===== config.mk =====
export PLATFORM = sky130hd
export DESIGN_NAME = char_lcd_nibble_sequencer
export DESIGN_NICKNAME = d
export VERILOG_FILES = /design/src/rtl/clns_pkg.sv /design/src/rtl/clns_queue.sv /design/src/rtl/clns_out_buf.sv /design/src/rtl/char_lcd_nibble_sequencer.sv
export SDC_FILE = /design/constraint.sdc
export NUM_CORES = 1
export LEC_CHECK = 0
export BUFFER_PORTS_ARGS = -buffer_cell sky130_fd_sc_hd__buf_2
export CAP_MARGIN = 30
export CORE_MARGIN = 3
export CORE_UTILIZATION = 45
export DETAILED_ROUTE_END_ITERATION = 10
export PLACE_DENSITY = 0.67
export REMOVE_ABC_BUFFERS = 1
export SYNTH_ARGS = -nofsm -noshare
export SYNTH_HDL_FRONTEND = slang
export SYNTH_SLANG_ARGS = --single-unit

===== constraint.sdc =====
create_clock -name clk -period 8.81 [get_ports clk]
set_input_delay 0.4405 -clock clk [delete_from_list [all_inputs] [get_ports clk]]
set_output_delay 0.4405 -clock clk [all_outputs]
set_load 0.02 [all_outputs]

===== src/rtl/clns_pkg.sv =====
// Types and constants for the character LCD nibble sequencer.
// Used by every module in the rtl folder; depends on nothing.
package clns_pkg;

    localparam logic [1:0] ACT_TICK    = 2'd0;
    localparam logic [1:0] ACT_COMMAND = 2'd1;
    localparam logic [1:0] ACT_CHAR    = 2'd2;
    localparam logic [1:0] ACT_CURSOR  = 2'd3;

    localparam logic [1:0] LINE_ONE = 2'd1;
    localparam logic [1:0] LINE_TWO = 2'd2;

    localparam logic CFG_FUNCTION_SET    = 1'b0;
    localparam logic CFG_DISPLAY_CONTROL = 1'b1;

    localparam logic [7:0] FUNCTION_SET_RESET    = 8'h28;
    localparam logic [7:0] DISPLAY_CONTROL_RESET = 8'h0C;

    localparam logic [3:0] WAKE_NIBBLE = 4'h3;

    localparam logic [7:0] STEP_WAKE_FIRST  = 8'd20;
    localparam logic [7:0] STEP_WAKE_SECOND = 8'd15;
    localparam logic [7:0] STEP_WAKE_THIRD  = 8'd12;
    localparam logic [7:0] STEP_FUNC_NIBBLE = 8'd6;
    localparam logic [7:0] STEP_FUNC_BYTE   = 8'd4;
    localparam logic [7:0] STEP_DISPLAY     = 8'd2;

    typedef struct packed {
        logic [1:0] action;
        logic [7:0] byte_value;
        logic [1:0] line_number;
        logic [5:0] column;
    } item_t;

    typedef struct packed {
        logic       register_select;
        logic [3:0] data_nibble;
        logic       enable_pulse;
        logic       last;
    } result_t;

    // One stored word carries an optional mode switch followed by an optional byte.
    typedef struct packed {
        logic       sw;
        logic       to_char;
        logic       has_byte;
        logic [7:0] data;
    } q_word_t;

    typedef struct packed {
        logic    push;
        logic    push_two;
        q_word_t word;
        logic    pop;
        logic    advance;
    } q_ctrl_t;

    typedef struct packed {
        logic    load;
        logic    two;
        result_t r0;
        result_t r1;
    } ob_load_t;

endpackage


===== src/rtl/clns_queue.sv =====
// Pending entry queue: one memory word per push, registered head word with write bypass.
// Depends on clns_pkg.
module clns_queue #(
    parameter int DEPTH = 32
) (
    input  logic                       clk,
    input  logic                       rst_n,
    input  clns_pkg::q_ctrl_t          ctrl,
    output clns_pkg::q_word_t          head,
    output logic [$clog2(DEPTH+1)-1:0] fill
);
    import clns_pkg::*;

    localparam int PTR_W  = $clog2(DEPTH);
    localparam int FILL_W = $clog2(DEPTH + 1);
    localparam logic [PTR_W-1:0] PTR_LAST = PTR_W'(DEPTH - 1);

    q_word_t           mem [DEPTH];
    q_word_t           head_reg;
    logic [PTR_W-1:0]  rd_ptr_reg;
    logic [PTR_W-1:0]  rd_ptr_next;
    logic [PTR_W-1:0]  wr_ptr_reg;
    logic [PTR_W-1:0]  wr_ptr_next;
    logic [FILL_W-1:0] fill_reg;
    logic [FILL_W-1:0] fill_next;
    logic [FILL_W-1:0] push_amount;

    always_comb
    begin
        rd_ptr_next = rd_ptr_reg;
        if (ctrl.advance)
        begin
            rd_ptr_next = (rd_ptr_reg == PTR_LAST) ? '0 : rd_ptr_reg + 1'b1;
        end
        wr_ptr_next = wr_ptr_reg;
        if (ctrl.push)
        begin
            wr_ptr_next = (wr_ptr_reg == PTR_LAST) ? '0 : wr_ptr_reg + 1'b1;
        end
        push_amount = '0;
        if (ctrl.push)
        begin
            push_amount = ctrl.push_two ? FILL_W'(2) : FILL_W'(1);
        end
        fill_next = fill_reg + push_amount - FILL_W'(ctrl.pop);
    end

    always_ff @(posedge clk or negedge rst_n)
    begin
        if (!rst_n)
        begin
            rd_ptr_reg <= '0;
            wr_ptr_reg <= '0;
            fill_reg   <= '0;
        end
        else
        begin
            rd_ptr_reg <= rd_ptr_next;
            wr_ptr_reg <= wr_ptr_next;
            fill_reg   <= fill_next;
        end
    end

    always_ff @(posedge clk)
    begin
        if (ctrl.push)
        begin
            mem[wr_ptr_reg] <= ctrl.word;
        end
        if (ctrl.push && (wr_ptr_reg == rd_ptr_next))
        begin
            head_reg <= ctrl.word;
        end
        else
        begin
            head_reg <= mem[rd_ptr_next];
        end
    end

    assign head = head_reg;
    assign fill = fill_reg;

endmodule


===== src/rtl/clns_out_buf.sv =====
// Two-slot result buffer that drives the result channel one transaction at a time.
// Depends on clns_pkg.
module clns_out_buf (
    input  logic               clk,
    input  logic               rst_n,
    input  clns_pkg::ob_load_t ld,
    output logic               can_load,
    output logic               result_valid,
    input  logic               result_ready,
    output clns_pkg::result_t  result
);
    import clns_pkg::*;

    logic [1:0] cnt_reg;
    logic [1:0] cnt_next;
    result_t    slot0_reg;
    result_t    slot1_reg;
    logic       pop;

    assign pop          = result_valid && result_ready;
    assign result_valid = (cnt_reg != 2'd0);
    assign result       = slot0_reg;
    assign can_load     = (cnt_reg == 2'd0) || ((cnt_reg == 2'd1) && pop);

    always_comb
    begin
        cnt_next = cnt_reg;
        if (ld.load)
        begin
            cnt_next = ld.two ? 2'd2 : 2'd1;
        end
        else if (pop)
        begin
            cnt_next = cnt_reg - 2'd1;
        end
    end

    always_ff @(posedge clk or negedge rst_n)
    begin
        if (!rst_n)
        begin
            cnt_reg <= 2'd0;
        end
        else
        begin
            cnt_reg <= cnt_next;
        end
    end

    always_ff @(posedge clk)
    begin
        if (ld.load)
        begin
            slot0_reg <= ld.r0;
            slot1_reg <= ld.r1;
        end
        else if (pop)
        begin
            slot0_reg <= slot1_reg;
        end
    end

endmodule


===== src/rtl/char_lcd_nibble_sequencer.sv =====
// Path: an accepted item waits in the input item register; its results then go through the
// two-slot result buffer, which a tick with two results fills. Throughput: one item per cycle
// while that buffer can take the results. Queue head is read from a registered memory port.
// Reset: asynchronous, active low; clears control state and configuration to defaults.
// The queue memory is not cleared; entries are read only after being written.
// Depends on clns_pkg, clns_queue and clns_out_buf.
module char_lcd_nibble_sequencer #(
    parameter int QUEUE_DEPTH   = 32,
    parameter int STARTUP_TICKS = 250
) (
    input  logic              clk,
    input  logic              rst_n,
    input  logic              cfg_we,
    input  logic              cfg_index,
    input  logic [7:0]        cfg_data,
    input  logic              item_valid,
    output logic              item_ready,
    input  clns_pkg::item_t   item,
    output logic              result_valid,
    input  logic              result_ready,
    output clns_pkg::result_t result
);
    import clns_pkg::*;

    localparam int FILL_W = $clog2(QUEUE_DEPTH + 1);
    localparam logic [FILL_W-1:0] FILL_FULL   = FILL_W'(QUEUE_DEPTH);
    localparam logic [FILL_W-1:0] FILL_ALMOST = FILL_W'(QUEUE_DEPTH - 1);
    localparam logic [7:0]        STARTUP_INIT = 8'(STARTUP_TICKS);

    logic        item_valid_reg;
    item_t       item_reg;
    logic [7:0]  func_set_reg;
    logic [7:0]  disp_ctrl_reg;
    logic [7:0]  startup_reg;
    logic [7:0]  startup_next;
    logic        mode_cmd_reg;
    logic        mode_cmd_next;
    logic        rs_reg;
    logic        rs_next;
    logic [3:0]  pin_reg;
    logic [3:0]  pin_next;
    logic        sw_done_reg;
    logic        sw_done_next;

    q_ctrl_t            q_req;
    q_ctrl_t            q_ctrl;
    q_word_t            head;
    logic [FILL_W-1:0]  fill;
    ob_load_t           ob_ld;
    logic               ob_can_load;
    result_t            res0;
    result_t            res1;
    logic               n_one;
    logic               n_two;
    logic               has_res;
    logic               advance;
    logic [7:0]         push_byte;
    logic               push_cmd;
    logic               need_sw;

    clns_queue #(
        .DEPTH(QUEUE_DEPTH)
    ) u_queue (
        .clk  (clk),
        .rst_n(rst_n),
        .ctrl (q_ctrl),
        .head (head),
        .fill (fill)
    );

    clns_out_buf u_out_buf (
        .clk         (clk),
        .rst_n       (rst_n),
        .ld          (ob_ld),
        .can_load    (ob_can_load),
        .result_valid(result_valid),
        .result_ready(result_ready),
        .result      (result)
    );

    always_comb
    begin
        res0          = '0;
        res1          = '0;
        n_one         = 1'b0;
        n_two         = 1'b0;
        startup_next  = startup_reg;
        mode_cmd_next = mode_cmd_reg;
        rs_next       = rs_reg;
        pin_next      = pin_reg;
        sw_done_next  = sw_done_reg;
        q_req         = '0;
        push_byte     = item_reg.byte_value;
        if (item_reg.action == ACT_CURSOR)
        begin
            push_byte = {1'b1, item_reg.line_number == LINE_TWO, item_reg.column};
        end
        push_cmd = (item_reg.action != ACT_CHAR);
        need_sw  = (push_cmd != mode_cmd_reg);

        if (item_reg.action == ACT_TICK)
        begin
            if (startup_reg != 8'd0)
            begin
                startup_next = startup_reg - 8'd1;
                case (startup_reg)
                    STEP_WAKE_FIRST:
                    begin
                        pin_next = WAKE_NIBBLE;
                        res0     = '{rs_reg, WAKE_NIBBLE, 1'b1, 1'b1};
                        n_one    = 1'b1;
                    end
                    STEP_WAKE_SECOND, STEP_WAKE_THIRD:
                    begin
                        res0  = '{rs_reg, pin_reg, 1'b1, 1'b1};
                        n_one = 1'b1;
                    end
                    STEP_FUNC_NIBBLE:
                    begin
                        pin_next = func_set_reg[7:4];
                        res0     = '{rs_reg, func_set_reg[7:4], 1'b1, 1'b1};
                        n_one    = 1'b1;
                    end
                    STEP_FUNC_BYTE:
                    begin
                        pin_next = func_set_reg[3:0];
                        res0     = '{rs_reg, func_set_reg[7:4], 1'b1, 1'b0};
                        res1     = '{rs_reg, func_set_reg[3:0], 1'b1, 1'b1};
                        n_two    = 1'b1;
                    end
                    STEP_DISPLAY:
                    begin
                        pin_next = disp_ctrl_reg[3:0];
                        res0     = '{rs_reg, disp_ctrl_reg[7:4], 1'b1, 1'b0};
                        res1     = '{rs_reg, disp_ctrl_reg[3:0], 1'b1, 1'b1};
                        n_two    = 1'b1;
                    end
                    default:
                    begin
                    end
                endcase
            end
            else if (fill != '0)
            begin
                q_req.pop = 1'b1;
                if (head.sw && !sw_done_reg)
                begin
                    rs_next = head.to_char;
                    res0    = '{head.to_char, pin_reg, 1'b0, 1'b1};
                    n_one   = 1'b1;
                    if (head.has_byte)
                    begin
                        sw_done_next = 1'b1;
                    end
                    else
                    begin
                        q_req.advance = 1'b1;
                    end
                end
                else
                begin
                    q_req.advance = 1'b1;
                    sw_done_next  = 1'b0;
                    pin_next      = head.data[3:0];
                    res0          = '{rs_reg, head.data[7:4], 1'b1, 1'b0};
                    res1          = '{rs_reg, head.data[3:0], 1'b1, 1'b1};
                    n_two         = 1'b1;
                end
            end
        end
        else if ((item_reg.action != ACT_CURSOR) || (item_reg.line_number == LINE_ONE)
                 || (item_reg.line_number == LINE_TWO))
        begin
            mode_cmd_next = push_cmd;
            if (fill != FILL_FULL)
            begin
                q_req.push         = 1'b1;
                q_req.word.sw      = need_sw;
                q_req.word.to_char = !push_cmd;
                if (need_sw && (fill == FILL_ALMOST))
                begin
                    q_req.word.has_byte = 1'b0;
                    q_req.word.data     = '0;
                    q_req.push_two      = 1'b0;
                end
                else
                begin
                    q_req.word.has_byte = 1'b1;
                    q_req.word.data     = push_byte;
                    q_req.push_two      = need_sw;
                end
            end
        end

        has_res = n_one || n_two;
        advance = item_valid_reg && (!has_res || ob_can_load);

        q_ctrl         = q_req;
        q_ctrl.push    = q_req.push && advance;
        q_ctrl.pop     = q_req.pop && advance;
        q_ctrl.advance = q_req.advance && advance;

        ob_ld.load = advance && has_res;
        ob_ld.two  = n_two;
        ob_ld.r0   = res0;
        ob_ld.r1   = res1;
    end

    assign item_ready = !item_valid_reg || advance;

    always_ff @(posedge clk or negedge rst_n)
    begin
        if (!rst_n)
        begin
            item_valid_reg <= 1'b0;
            func_set_reg   <= FUNCTION_SET_RESET;
            disp_ctrl_reg  <= DISPLAY_CONTROL_RESET;
            startup_reg    <= STARTUP_INIT;
            mode_cmd_reg   <= 1'b1;
            rs_reg         <= 1'b0;
            pin_reg        <= 4'd0;
            sw_done_reg    <= 1'b0;
        end
        else
        begin
            if (item_ready)
            begin
                item_valid_reg <= item_valid;
            end
            if (cfg_we && (cfg_index == CFG_FUNCTION_SET))
            begin
                func_set_reg <= cfg_data;
            end
            if (cfg_we && (cfg_index == CFG_DISPLAY_CONTROL))
            begin
                disp_ctrl_reg <= cfg_data;
            end
            if (advance)
            begin
                startup_reg  <= startup_next;
                mode_cmd_reg <= mode_cmd_next;
                rs_reg       <= rs_next;
                pin_reg      <= pin_next;
                sw_done_reg  <= sw_done_next;
            end
        end
    end

    always_ff @(posedge clk)
    begin
        if (item_valid && item_ready)
        begin
            item_reg <= item;
        end
    end

endmodule


==> flow_summary.toml, run 1 <==
[route]
ant_nets = 0
wl_mm = 38.55
vias = 9537
drc = 0
detail_route.wl_per_cell_um = 23.31
drtPass1Iterations = 5
via_per_inst = 5.766
drtIter0Drc = 981

[layout]
final-instance-count-excl-fill = 1654
largest_register_ffs = 352
n_antenna_cell = 0
syn2layout_area_growth_pct = 13.97
drive_above_1_share_pct = 26.85
final_cell_mix = "edfxtp_1 (383), mux4_2 (90), nor2_1 (65), nand2_1 (48), clkbuf_16 (44)"
final_common_cell = "edfxtp_1"
fin_nets = 1162

[floorplanning]
die_w_um = 206.6
die-area_um2 = 42670
initial_utilization_pct = 46.19
die_h_um = 206.6
core_um2 = 39190
rows = 72
num_io_pins = 41

[synthesis]
synthCells = 1013
synthFlopType = "edfxtp_1"
synth_top_area_share_pct = 63.53
ys_seq_area_share_pct = 71.07
yosysWarnings = 0
yosysTopAreaCell = "edfxtp_1"
ys_seq_elements = 438
synthTopCellsByArea = "edfxtp_1 (64%), mux4_2 (11%), dfrtp_1 (5.4%)"
syn_area_per_cell_um2 = 17.87
ys_types = 64
synth-edff-count = 383
netlist_area_um2 = 18100
async_reset_ff_share_pct = 11.42

[min_path]
hp-class = "in2async"

[worst_setup_path]
r2r_end = "u_queue.fill[4]$_DFF_PN0_"
r2r.worst_path.cells = 16
worstPathArrival_ns = 5.26
cp_max_fo = 31
path_class = "reg2reg"
critPathLaunchType = "flop"
end_kind = "flop"
worst_ep_required_time_ns = 9.27
reg2reg_slack_ns = 4.01

[clock_tree]
htree_levels = 2
cts_root_buf = "clkbuf_16"
post_cts_buffers = 0
cts.path.max_buffers = 3
clkLatencyLatePin_ns = 0.54
cts-hold-fix-buffers = 0
clkTransAtPathRegs_ns = 0.06
cts_made_buffers = 44
clock_sinks = 438
ctsResizeCount = 0
cts_tree = "done"

[sta]
final.period_utilization_pct = 54.48
hold_viol = 0
tns_ns = 0
drv_slew = 0
tightest_slew_ns = 0.9786
relSlewSlack_pct = 34.61
setup_violations = 0
max_clock_freq_ghz = 0.2083
fin_crit_ns = 4.800
clock_skew_ns = 0.01856
rsz0062_at_grt = "no"

[run]
maxCapViolCount = 0

[placement]
dp.cells = 1576
place_congestion = 0.8687
io_buffers = 40
dpl.hpwl_mm = 25.54

[pwr]
p_int_w = 0.003966
finalPower_w = 0.005427
p_comb_share_pct = 17.9
seqPwrFrac_pct = 48.7
leakagePower_nw = 6.932
p_sw_w = 0.001461
pwr-share-clk_pct = 33.4
power_density_nw_per_um2 = 263.0
ir_worst_vdd_mv = 0.1302
switching_share_pct = 26.91

[grt]
antenna_found_initial = 0
grt_pass1_vias = 9510
overflow = 0
grt_pass1_wl_mm = 59.15
grt_usage_pct = 18.40
grt_max_degree = 51

[status]
outcome = "complete, no violations"
-- layout make-up --
cell class / instances / area (um2)
Clock inverter: 22 / 245.2
Inverter: 26 / 97.59
Timing Repair Buffer: 89 / 651.9
Clock buffer: 56 / 1146
Sequential cell: 438 / 12870
Multi-Input combinational cell: 505 / 4967
Fill cell: 3035 / 18560
Tap cell: 518 / 648.1
-- per-stage QoR --
step | hold slack, ns | utilization, % | instance area (um2) | worst slack, ns
after floorplan | 0.1449 | - | 17890 | 2.673
after global placement | 0.4921 | 48.44 | 18980 | 4.121
after detailed placement | 0.4970 | 49.10 | 19240 | 3.964
after CTS | 0.03640 | 52.65 | 20630 | 3.969
after global routing | 0.06749 | 52.65 | 20630 | 3.538
final | 0.01858 | 52.65 | 20630 | 4.010
-- worst max path at each step --
stage | endpoint
after floorplan | u_queue.fill[5]$_DFF_PN0_
after global placement | u_queue.fill[4]$_DFF_PN0_
after detailed placement | u_queue.fill[4]$_DFF_PN0_
after CTS | u_queue.fill[4]$_DFF_PN0_
after global routing | u_queue.fill[5]$_DFF_PN0_
final | u_queue.fill[4]$_DFF_PN0_
-- critical path, cell delays in order, from the launching register on --
cell and delay (ns):
dfxtp_4 0.74, buf_4 0.55, nor2_1 0.09, a22oi_1 0.19
a311oi_1 0.17, nor4_4 0.68, mux2i_2 0.45, o21a_1 0.26
and2_1 0.25, ha_1 0.14, inv_1 0.04, ha_1 0.20
fa_1 0.46, a21oi_1 0.18, nor2_1 0.06, nor2_1 0.11
xnor2_1 0.12
-- power by group through the flow --
stage | logic [W] | clock network (W) | registers, W
3_3_place_gp | 0.000929 | 0 | 0.00268
5_1_grt | 0.00107 | 0.00193 | 0.00266
3_5_place_dp | 0.000969 | 0 | 0.00269
4_1_cts | 0.000974 | 0.00185 | 0.00264
2_1_floorplan | 0.000634 | 0 | 0.00267
6_report | 0.000970 | 0.00181 | 0.00264
-- metal layers --
metal / vias to the layer above / track usage (%) / share of wire, %
li1: 4191 / - / -
met1: 4913 / 27.74 / 44
met2: 357 / 28.24 / 46
met5: - / 0 / 0
met4: 0 / 5.115 / 2.5
met3: 76 / 2.870 / 7.2
-- synthesized netlist by cell type (10+ instances only) --
cell,n
nand2_1,48
edfxtp_1,383
dfstp_2,11
mux4_2,90
and3_1,12
and2_1,10
o21ai_0,12
clkbuf_1,17
inv_1,25
dfrtp_1,39
mux2_2,33
a21oi_1,28
ha_1,25
mux2i_1,31
nor2_1,67
buf_2,16
nand3_1,18
nor3_1,12
-- cell families after synthesis --
| kind of cell | Yosys count | synth area share (%) |
|---|---|---|
| compound gates | 93 | 3.504 |
| xor+xnor | 15 | 0.7258 |
| flops | 438 | 71.07 |
| simple gates | 215 | 5.937 |
| fa+ha+maj | 26 | 1.839 |
| buf+inv | 70 | 1.735 |
| mux | 156 | 15.19 |
Note: power is estimated with default switching activity, not from simulation.
==> run 2: changes to the inputs <==
--- a/config.mk
+++ b/config.mk
@@ -10,7 +10,7 @@
 export CORE_MARGIN = 3
 export CORE_UTILIZATION = 45
 export DETAILED_ROUTE_END_ITERATION = 10
-export PLACE_DENSITY = 0.67
+export PLACE_DENSITY = 0.69
 export REMOVE_ABC_BUFFERS = 1
 export SYNTH_ARGS = -nofsm -noshare
 export SYNTH_HDL_FRONTEND = slang
==> constraint.sdc (replaced) <==
create_clock -name clk -period 4.08 [get_ports clk]
set_input_delay 0.204 -clock clk [delete_from_list [all_inputs] [get_ports clk]]
set_output_delay 0.204 -clock clk [all_outputs]
set_load 0.02 [all_outputs]
==> flow_summary.toml, run 2 (synthesis results as in run 1) <==
[grt]
grt_pass1_wl_mm = 60.85
antenna_found_initial = 1
grt_max_degree = 51
grt_usage_pct = 19.19
overflow = 0
grt_pass1_vias = 9704

[run]
maxCapViolCount = 0

[layout]
multi_input_area_um2 = 4952
fillers = 2988
final_common_cell = "edfxtp_1"
largest_register_ffs = 352
n_antenna_cell = 0
syn2layout_area_growth_pct = 15.98
drive_above_1_share_pct = 27.68
regArea_um2 = 12870
fin_util_pct = 53.58
final_cell_mix = "edfxtp_1 (383), mux4_2 (90), buf_4 (66), nor2_1 (65), nand2_1 (48)"
fin_nets = 1209

[floorplanning]
num_io_pins = 41
initial_utilization_pct = 46.19
die-area_um2 = 42670
die_w_um = 206.6
core_um2 = 39190
die_h_um = 206.6
rows = 72

[placement]
io_buffers = 40
dpl.hpwl_mm = 25.38
place_congestion = 0.8355

[worst_setup_path]
critPathLaunchType = "flop"
worst_ep_required_time_ns = 4.57
cp_max_fo = 12
worstPathArrival_ns = 4.20
path_class = "reg2reg"
end_kind = "flop"

[pwr]
finalPower_w = 0.01176
ir_worst_vdd_mv = 0.3623
power_density_nw_per_um2 = 560.3
leakagePower_nw = 7.142

[route]
vias = 9769
drc = 0
wl_mm = 40.14
drtIter0Drc = 1018
ant_nets = 0
drtPass1Iterations = 5
via_per_inst = 5.736
detail_route.wl_per_cell_um = 23.57

[sta]
tns_ns = 0
rsz0062_at_grt = "no"
drv_slew = 0
fin_crit_ns = 3.710
relSlewSlack_pct = 32.50
clock_skew_ns = 0.01434
setup_violations = 0
tightest_slew_ns = 1.012
final.period_utilization_pct = 90.94
hold_viol = 0
max_clock_freq_ghz = 0.2695

[clock_tree]
htree_levels = 2
clkLatencyLatePin_ns = 0.57
cts_tree = "done"
cts.path.max_buffers = 3
clkTransAtPathRegs_ns = 0.07
clock_sinks = 438
cts_root_buf = "clkbuf_16"
post_cts_buffers = 0
cts_made_buffers = 45

[min_path]
hp-class = "in2reg"

[status]
outcome = "complete, no violations"
[run 2: critical path, stage by stage, from the launching register on]
cell	delay, ns
dfxtp_4	0.49
mux4_1	0.59
mux2_2	0.31
o2bb2ai_2	0.16
nor4_4	0.08
mux2i_2	0.17
o21a_1	0.20
and2_1	0.18
ha_1	0.29
inv_1	0.04
ha_1	0.20
fa_1	0.46
a21oi_1	0.17
nor2_1	0.05
nor2_1	0.11
xnor2_1	0.12
[run 2: where the power goes]
group,internal (W),total (W),switching [W]
clock,0.00228,0.00396,0.00168
combinational,0.000868,0.00215,0.00128
sequential,0.00541,0.00565,0.000242
total,0.00856,0.0118,0.00321
[run 2: per-stage QoR]
step	hold slack (ns)	instance area [um2]	cells	setup slack, ns
final	0.05436	21000	1703	0.3697
after global routing	0.06973	21000	1703	0.1064
after CTS	0.02925	21000	1703	0.3465
after detailed placement	0.3549	19290	1594	0.3704
after global placement	0.3590	19290	1594	0.4026
after floorplan	-0.09159	17890	969	-2.057
[run 2: per-layer routing]
| layer | vias up | track usage, % | wire (um) |
|---|---|---|---|
| li1 | 4297 | - | - |
| met1 | 5014 | 26.93 | 16780 |
| met2 | 382 | 30.25 | 18960 |
| met3 | 76 | 4.438 | 3303 |
| met4 | 0 | 6.012 | 1098 |
| met5 | - | 0 | 0 |
[run 2: repair_timing]
action / CTS / global route
hold buffers: 28 / 0
endpoints found under the hold margin: 74 / 0
resized for setup: 0 / 0
[run 2: path summary, 6_finish.rpt]
kind                                             start                              end  slack (ns)  depth (start not counted)
max                                               flop        u_queue.fill[4]$_DFF_PN0_        0.37                         15
max reg2reg                                       flop        u_queue.fill[4]$_DFF_PN0_        0.37                         15
min                                       result_ready       item_valid_reg$_DFFE_PN0N_        0.05                          4
max in group asynchronous                        rst_n  u_queue.rd_ptr_reg[2]$_DFF_PN0_        3.34                          3
min reg2reg                func_set_reg[2]$_DFFE_PN0P_      func_set_reg[2]$_DFFE_PN0P_        0.51                          1
min in group asynchronous                        rst_n     disp_ctrl_reg[0]$_DFFE_PN0P_        0.30                          3
[run 2: final cells by class]
| cell class | instances | share of cell area (%) |
|---|---|---|
| timing repair buffer | 135 | 4.744 |
| clock buffer | 58 | 5.691 |
| inverter | 26 | 0.4648 |
| multi-input combinational | 505 | 23.59 |
| sequential | 438 | 61.32 |
| tap | 518 | 3.087 |
| clock inverter | 23 | 1.103 |
